==> src/design/assert_macros.svh <==
// Assertion macros used by the extractor core.
`ifndef ASSERT_MACROS_SVH
`define ASSERT_MACROS_SVH

// Checked at every rising edge of clk while reset is released.
`define LSTE_ASSERT(lbl, prop, msg) \
  lbl: assert property (@(posedge clk) disable iff (!rst_n) prop) else $error(msg);

// Checked at every rising edge of clk, reset included.
`define LSTE_ASSERT_ALWAYS(lbl, prop, msg) \
  lbl: assert property (@(posedge clk) prop) else $error(msg);

`endif

==> src/design/lste_pkg.sv <==
`timescale 1ns / 1ps

package lste_pkg;

  // One colour channel sample of the image stream.
  typedef struct packed {
    logic [7:0] channel_value;
    logic       first_of_image;
  } lste_in_t;

  // One recovered text byte.
  typedef struct packed {
    logic [7:0] text_byte;
    logic       last_byte;
  } lste_out_t;

endpackage

==> src/design/lsb_stego_text_extract_core.sv <==
`timescale 1ns / 1ps
// Two-bit LSB steganography text extractor.
// The input channel takes one colour channel byte per beat (raster order, R G B per
// pixel) together with a first-of-image flag. Only the two lowest bits of each
// sample are used, bit 1 before bit 0. The first (LENGTH_BITS+1)/2 samples of an
// image form the text length in bytes; each following group of four samples
// forms one text byte, which leaves on the result channel with last_byte set on
// the final one. Samples after the text, and all samples of a zero-length image,
// produce nothing until first_of_image starts a new header.
// Throughput is one sample per cycle while in_ready is high: each sample is decoded
// in one pass of shift and count logic; the state registers update when it is taken.
// A byte appears on the result channel in the cycle after the beat that completes it.
// The result register holds one byte; while it is full and the receiver stalls,
// in_ready falls, and it rises again in the cycle the receiver takes the byte.
// Reset (synchronous, rst_n low) returns the decoder to header reading and
// empties the result register; no clearing pass is needed.
// A byte left half built when an image ends early is discarded at the next
// first_of_image.
module lsb_stego_text_extract_core
  import lste_pkg::*;
#(
  parameter int LENGTH_BITS = 16
) (
  input  logic      clk,
  input  logic      rst_n,
  input  logic      in_valid,
  output logic      in_ready,
  input  lste_in_t  in_data,
  output logic      out_valid,
  input  logic      out_ready,
  output lste_out_t out_data
);

`include "assert_macros.svh"

  // Number of samples in the length header, rounded up for an odd width.
  localparam int HEADER_SAMPLES = (LENGTH_BITS + 1) / 2;
  localparam int HC_W           = $clog2(HEADER_SAMPLES);
  localparam logic [HC_W-1:0] HC_LAST = HC_W'(HEADER_SAMPLES - 1);
  localparam logic [1:0]      PAIR_LAST = 2'd3;

  typedef enum logic [1:0] {
    PH_HEADER = 2'd0,
    PH_TEXT   = 2'd1,
    PH_DONE   = 2'd2
  } phase_t;

  phase_t                 phase_r, phase_nxt;
  logic [HC_W-1:0]        header_count_r, header_count_nxt;
  logic [LENGTH_BITS-1:0] length_shift_r, length_shift_nxt;
  logic [LENGTH_BITS-1:0] bytes_left_r, bytes_left_nxt;
  logic [1:0]             pair_count_r, pair_count_nxt;
  logic [5:0]             byte_shift_r, byte_shift_nxt;

  logic      out_valid_r;
  lste_out_t out_r, out_nxt;

  // Working copies of the state, cleared when a new image begins.
  phase_t                 ph;
  logic [HC_W-1:0]        hc;
  logic [LENGTH_BITS-1:0] ls;
  logic [LENGTH_BITS-1:0] bl;
  logic [1:0]             pc;
  logic [5:0]             bs;
  logic [1:0]             bits;
  logic                   emit;
  logic                   in_fire;

  // A new sample may enter whenever the result register is empty or is being
  // emptied in this very cycle.
  assign in_ready  = !out_valid_r || out_ready;
  assign in_fire   = in_valid && in_ready;
  assign out_valid = out_valid_r;
  assign out_data  = out_r;

  always_comb begin
    bits = in_data.channel_value[1:0];
    if (in_data.first_of_image) begin
      ph = PH_HEADER;
      hc = '0;
      ls = '0;
      bl = '0;
      pc = '0;
      bs = '0;
    end else begin
      ph = phase_r;
      hc = header_count_r;
      ls = length_shift_r;
      bl = bytes_left_r;
      pc = pair_count_r;
      bs = byte_shift_r;
    end

    phase_nxt        = ph;
    header_count_nxt = hc;
    length_shift_nxt = ls;
    bytes_left_nxt   = bl;
    pair_count_nxt   = pc;
    byte_shift_nxt   = bs;
    emit             = 1'b0;
    out_nxt          = out_r;

    case (ph)
      PH_HEADER: begin
        length_shift_nxt = {ls[LENGTH_BITS-3:0], bits};
        if (hc == HC_LAST) begin
          header_count_nxt = '0;
          bytes_left_nxt   = length_shift_nxt;
          pair_count_nxt   = '0;
          byte_shift_nxt   = '0;
          phase_nxt        = (length_shift_nxt == '0) ? PH_DONE : PH_TEXT;
        end else begin
          header_count_nxt = hc + HC_W'(1);
        end
      end
      PH_TEXT: begin
        if (pc == PAIR_LAST) begin
          emit              = 1'b1;
          pair_count_nxt    = '0;
          byte_shift_nxt    = '0;
          bytes_left_nxt    = bl - LENGTH_BITS'(1);
          out_nxt.text_byte = {bs, bits};
          out_nxt.last_byte = (bytes_left_nxt == '0);
          if (bytes_left_nxt == '0) begin
            phase_nxt = PH_DONE;
          end
        end else begin
          byte_shift_nxt = {bs[3:0], bits};
          pair_count_nxt = pc + 2'd1;
        end
      end
      default: begin
        // Done, or the unused phase code: samples are ignored.
      end
    endcase
  end

  always_ff @(posedge clk) begin
    if (!rst_n) begin
      phase_r        <= PH_HEADER;
      header_count_r <= '0;
      length_shift_r <= '0;
      bytes_left_r   <= '0;
      pair_count_r   <= '0;
      byte_shift_r   <= '0;
      out_valid_r    <= 1'b0;
    end else begin
      if (in_fire) begin
        phase_r        <= phase_nxt;
        header_count_r <= header_count_nxt;
        length_shift_r <= length_shift_nxt;
        bytes_left_r   <= bytes_left_nxt;
        pair_count_r   <= pair_count_nxt;
        byte_shift_r   <= byte_shift_nxt;
      end
      if (in_fire && emit) begin
        out_valid_r <= 1'b1;
      end else if (out_ready) begin
        out_valid_r <= 1'b0;
      end
    end
  end

  // Result payload carries no reset.
  always_ff @(posedge clk) begin
    if (in_fire && emit) begin
      out_r <= out_nxt;
    end
  end

  // A sample that completes no byte must leave the result register as it was,
  // apart from the receiver taking the pending byte.
  `LSTE_ASSERT(a_no_spurious_result,
    (in_fire && !emit) |=> (out_valid_r == ($past(out_valid_r) && !$past(out_ready))),
    "result appeared without a completed byte")

  // The final byte of the text always sends the decoder to done.
  `LSTE_ASSERT(a_last_ends_text,
    (in_fire && emit && out_nxt.last_byte) |=> (phase_r == PH_DONE),
    "decoder did not stop after the last byte")

  // While text is being read there is always at least one byte still owed.
  `LSTE_ASSERT(a_text_has_bytes,
    (phase_r == PH_TEXT) |-> (bytes_left_r != '0),
    "text phase with no bytes left")

  // Header reading never starts with a half built text byte.
  `LSTE_ASSERT(a_header_clean_pairs,
    (phase_r == PH_HEADER) |-> (pair_count_r == '0 && byte_shift_r == '0),
    "stale text bits during header")

endmodule

==> config.mk <==
export PLATFORM = sky130hd
export DESIGN_NAME = lsb_stego_text_extract_core
export DESIGN_NICKNAME = d
export VERILOG_FILES = /design/src/design/lste_pkg.sv /design/src/design/lsb_stego_text_extract_core.sv
export VERILOG_INCLUDE_DIRS = /design/src /design/src/design
export SDC_FILE = /design/constraint.sdc
export NUM_CORES = 1
export LEC_CHECK = 0
export BUFFER_PORTS_ARGS = -buffer_cell sky130_fd_sc_hd__buf_2
export CORE_ASPECT_RATIO = 2
export CORE_UTILIZATION = 54
export CTS_CLUSTER_SIZE = 30
export DETAILED_ROUTE_END_ITERATION = 12
export PLACE_DENSITY = 0.79
export SLEW_MARGIN = 5
export SYNTH_ARGS = -nofsm -noshare
export SYNTH_HDL_FRONTEND = slang
export SYNTH_SLANG_ARGS = --single-unit
==> constraint.sdc <==
create_clock -name clk -period 2.81 [get_ports clk]
set_clock_uncertainty 0.05 [all_clocks]
set_input_delay 0 -clock clk [delete_from_list [all_inputs] [get_ports clk]]
set_output_delay 0 -clock clk [all_outputs]
set_load 0.01 [all_outputs]
==> flow_results.xml <==
<?xml version="1.0" encoding="UTF-8"?>
<metrics>
  <group name="power_and_ir_drop">
    <metric name="power.switching" unit="mW">0.414</metric>
    <metric name="switching_fraction_of_total_power" unit="">0.284</metric>
    <metric name="pwr_density" unit="nW/um^2">456</metric>
    <metric name="sequential_share_of_power" unit="">0.544</metric>
    <metric name="vdd_ir_drop_max" unit="mV">0.581</metric>
    <metric name="internal_power" unit="mW">1.04</metric>
    <metric name="comb_power_share" unit="">0.133</metric>
    <metric name="clockPowerShare" unit="">0.323</metric>
    <metric name="fin_total_pwr" unit="mW">1.46</metric>
    <metric name="p_leak" unit="nW">1.25</metric>
  </group>
  <group name="clock_tree">
    <metric name="number_of_levels_in_the_clock_h_tree" unit="">2</metric>
    <metric name="tritoncts" unit="">built</metric>
    <metric name="numClockSinks" unit="">53</metric>
    <metric name="clock_transition_time_at_the_flip_flop_clock_pins_of_the_worst_setup_and_hold_paths" unit="ns">0.11</metric>
    <metric name="insertion_delay" unit="ns">0.33</metric>
    <metric name="cts_root_buf" unit="">sky130_fd_sc_hd__clkbuf_8</metric>
    <metric name="cts-buffers-inserted" unit="">5</metric>
    <metric name="post_cts_resize_count" unit="">0</metric>
    <metric name="cts_buffer_depth" unit="">2</metric>
  </group>
  <group name="timing">
    <metric name="final.period_utilization" unit="">0.928</metric>
    <metric name="fmax" unit="MHz">384</metric>
    <metric name="slew-limit-headroom" unit="">0.600</metric>
    <metric name="period_minus_slack" unit="ns">2.61</metric>
    <metric name="hold_violations" unit="">0</metric>
    <metric name="final_max_slew_viol_count" unit="">0</metric>
    <metric name="final-setup-viol-count" unit="">0</metric>
    <metric name="setup_tns" unit="ns">0</metric>
    <metric name="grt_setup_unrepaired" unit="">false</metric>
    <metric name="tightestPinTransition" unit="ns">0.599</metric>
  </group>
  <group name="place">
    <metric name="dp.final_hpwl" unit="mm">5.52</metric>
    <metric name="gpl.final_weighted_congestion" unit="">0.912</metric>
    <metric name="place.port_buffers" unit="">17</metric>
  </group>
  <group name="critical_path">
    <metric name="timing_worst_setup_path_type" unit="">reg2reg</metric>
    <metric name="launching_element_type_of_the_critical_path" unit="">flip-flop</metric>
    <metric name="end_kind" unit="">flip-flop</metric>
    <metric name="cp_max_fo" unit="">8</metric>
    <metric name="critical_path_arrival" unit="ns">2.71</metric>
    <metric name="worst-endpoint-required" unit="ns">2.91</metric>
  </group>
  <group name="route">
    <metric name="detail_route.vias_per_cell" unit="">6.56</metric>
    <metric name="drt-initial-drc-count" unit="">123</metric>
    <metric name="vias" unit="">2757</metric>
    <metric name="drc" unit="">0</metric>
    <metric name="avgRoutedWirePerCell" unit="um">18.3</metric>
    <metric name="totalWireLength" unit="mm">7.68</metric>
    <metric name="final_antenna_net_count" unit="">0</metric>
    <metric name="drt_pre_antenna_iters" unit="">5</metric>
  </group>
  <group name="logic_synthesis">
    <metric name="syn-mean-instance-area" unit="um^2">8.46</metric>
    <metric name="async_reset_ff_frac" unit="">0</metric>
    <metric name="synth_flop_cell" unit="">sky130_fd_sc_hd__dfxtp_1</metric>
    <metric name="synth.largest_area_cell" unit="">sky130_fd_sc_hd__dfxtp_1</metric>
    <metric name="synthesis.yosys.warnings" unit="">0</metric>
    <metric name="synthCells" unit="">341</metric>
    <metric name="ys_seq_elements" unit="">53</metric>
    <metric name="synth_area" unit="um^2">2880</metric>
    <metric name="synth_cell_types" unit="">59</metric>
    <metric name="synth_sequential_area_ratio" unit="">0.399</metric>
    <metric name="netlist.area_leader.share" unit="">0.305</metric>
    <metric name="area_contributors_post_synth" unit="">sky130_fd_sc_hd__dfxtp_1, sky130_fd_sc_hd__edfxtp_1, sky130_fd_sc_hd__nor2_1</metric>
    <metric name="synthesis.nets" unit="">359</metric>
    <metric name="count_of_flip_flops_with_a_built_in_enable_after_synthesis" unit="">9</metric>
  </group>
  <group name="global_route">
    <metric name="gr-total-overflow" unit="">0</metric>
    <metric name="globalRouteTotalUtil" unit="">0.305</metric>
    <metric name="grt_pass1_vias" unit="">2708</metric>
    <metric name="first_pass_grt_wire_length" unit="mm">12.7</metric>
    <metric name="number_of_antenna_violations_at_the_first_check_in_global_routing" unit="">0</metric>
    <metric name="grt_start_max_net_pins" unit="">31</metric>
  </group>
  <group name="die">
    <metric name="rows" unit="">37</metric>
    <metric name="dieHeight" unit="um">105</metric>
    <metric name="floorplan.initialDensity" unit="">0.561</metric>
    <metric name="die_area" unit="um^2">5650</metric>
    <metric name="width_of_the_chip" unit="um">53.7</metric>
    <metric name="ios" unit="">24</metric>
    <metric name="core" unit="um^2">5140</metric>
  </group>
  <group name="flow_run">
    <metric name="max-cap-violations" unit="">0</metric>
  </group>
  <group name="cells_and_area">
    <metric name="area_growth" unit="%">10.9</metric>
    <metric name="antenna-diode-count" unit="">0</metric>
    <metric name="drive_gt1_frac" unit="">0.146</metric>
    <metric name="finalNetCount" unit="">379</metric>
  </group>
  <group name="min_path">
    <metric name="min-delay-path-class" unit="">in2reg</metric>
  </group>
  <group name="run_status">
    <metric name="outcome" unit="">complete, no violations</metric>
  </group>
</metrics>
layout make-up:
type | instances | area, um^2
sequential | 53 | 1150
clock buffer | 5 | 68.8
multi-input combinational | 256 | 1590
timing repair buffer | 39 | 263
fill | 469 | 1940
tap | 58 | 72.6
inverter | 6 | 22.5
clock inverter | 3 | 26.3
synth_stat cells, types with 7 or more instances:
cell                       count
sky130_fd_sc_hd__a21oi_1      33
sky130_fd_sc_hd__a22oi_1      12
sky130_fd_sc_hd__clkbuf_1     21
sky130_fd_sc_hd__dfxtp_1      44
sky130_fd_sc_hd__edfxtp_1      9
sky130_fd_sc_hd__nand2_1      17
sky130_fd_sc_hd__nor2_1       50
sky130_fd_sc_hd__nor2b_1      15
sky130_fd_sc_hd__nor3_1        8
sky130_fd_sc_hd__nor3b_1      13
sky130_fd_sc_hd__nor4_1        7
sky130_fd_sc_hd__o21ai_0      13
power by group through the flow:
stage / clock network [mW] / logic [mW] / registers (mW)
2_1_floorplan: 0 / 0.135 / 0.804
3_5_place_dp: 0 / 0.184 / 0.809
3_3_place_gp: 0 / 0.182 / 0.809
6_report: 0.471 / 0.194 / 0.793
4_1_cts: 0.476 / 0.190 / 0.792
5_1_grt: 0.504 / 0.210 / 0.794
path summary, 6_finish.rpt:
| check | cells past startpoint | end | start | slack (ns) |
|---|---|---|---|---|
| max reg2reg | 6 | out_data[0] | bytes_left_r[3] | 0.20 |
| min reg2reg | 2 | header_count_r[0] | header_count_r[0] | 0.45 |
| min | 2 | out_data[3] | in_data[0] | 0.12 |
| max | 6 | out_data[0] | bytes_left_r[3] | 0.20 |
cells by family (layout without fill, tap and decap cells):
| logic type | after synthesis | count (layout) | synth area share |
|---|---|---|---|
| AO/OA/AOI/OAI | 98 | 98 | 0.226 |
| multiplexers | 7 | 7 | 0.0247 |
| flip-flops | 53 | 53 | 0.399 |
| adder cells (fa/ha/maj) | 5 | 5 | 0.0217 |
| AND/OR/NAND/NOR | 143 | 143 | 0.271 |
| XOR/XNOR | 3 | 3 | 0.00911 |
| buffers and inverters | 32 | 53 | 0.0482 |
placed cells by master (no fill, tap or decap), types with 4 or more instances in the layout:
master,n
sky130_fd_sc_hd__a22oi_1,12
sky130_fd_sc_hd__or2_2,4
sky130_fd_sc_hd__buf_2,17
sky130_fd_sc_hd__or4_1,6
sky130_fd_sc_hd__buf_4,17
sky130_fd_sc_hd__nor2b_1,15
sky130_fd_sc_hd__a21oi_1,33
sky130_fd_sc_hd__a221oi_1,4
sky130_fd_sc_hd__clkbuf_8,5
sky130_fd_sc_hd__edfxtp_1,9
sky130_fd_sc_hd__nor3_1,8
sky130_fd_sc_hd__inv_1,6
sky130_fd_sc_hd__ha_1,5
sky130_fd_sc_hd__mux2i_1,6
sky130_fd_sc_hd__dfxtp_1,44
sky130_fd_sc_hd__nor2_1,50
sky130_fd_sc_hd__nand2_1,17
sky130_fd_sc_hd__dlygate4sd3_1,5
sky130_fd_sc_hd__nor3b_1,13
sky130_fd_sc_hd__o21ai_0,13
sky130_fd_sc_hd__nor4_1,7
metal layers:
layer	up-vias	global-route usage	share of wire
li1	1307	-	-
met1	1298	0.322	0.37
met2	107	0.499	0.51
met3	45	0.0707	0.047
met4	0	0.216	0.069
met5	-	0	0
timing repair:
| action | CTS | global route |
|---|---|---|
| buffers inserted | 0 | 0 |
| hold endpoints to repair | 14 | 0 |
| hold buffers | 5 | 0 |
flip-flops by register name, indices dropped and copies added (netlist names):
| signal | count |
|---|---|
| out_data | 9 |
| phase_r | 2 |
| length_shift_r | 14 |
| pair_count_r | 2 |
| bytes_left_r | 16 |
| header_count_r | 3 |
| byte_shift_r | 6 |
| out_valid | 1 |
per-stage QoR:
| stage | utilization | hold WS [ns] | instance area, um^2 | std cells | setup slack (ns) |
|---|---|---|---|---|---|
| floorplan | - | 0.0489 | 2880 | 341 | 0.206 |
| global placement | 0.594 | 0.232 | 3050 | 407 | 0.291 |
| global route | 0.622 | 0.125 | 3200 | 420 | 0.0720 |
| CTS | 0.622 | 0.121 | 3200 | 420 | 0.234 |
| detailed placement | 0.594 | 0.231 | 3050 | 407 | 0.277 |
| finish | 0.622 | 0.119 | 3200 | 420 | 0.203 |
worst max-delay path: stages (launching register included):
cell                      delay, ns
sky130_fd_sc_hd__dfxtp_1       0.43
sky130_fd_sc_hd__or4_1         0.56
sky130_fd_sc_hd__or2_4         0.32
sky130_fd_sc_hd__nor4_4        0.27
sky130_fd_sc_hd__mux2i_1       0.15
sky130_fd_sc_hd__or3_1         0.40
sky130_fd_sc_hd__nor4_2        0.25
Note: power is estimated with default switching activity, not from simulation.
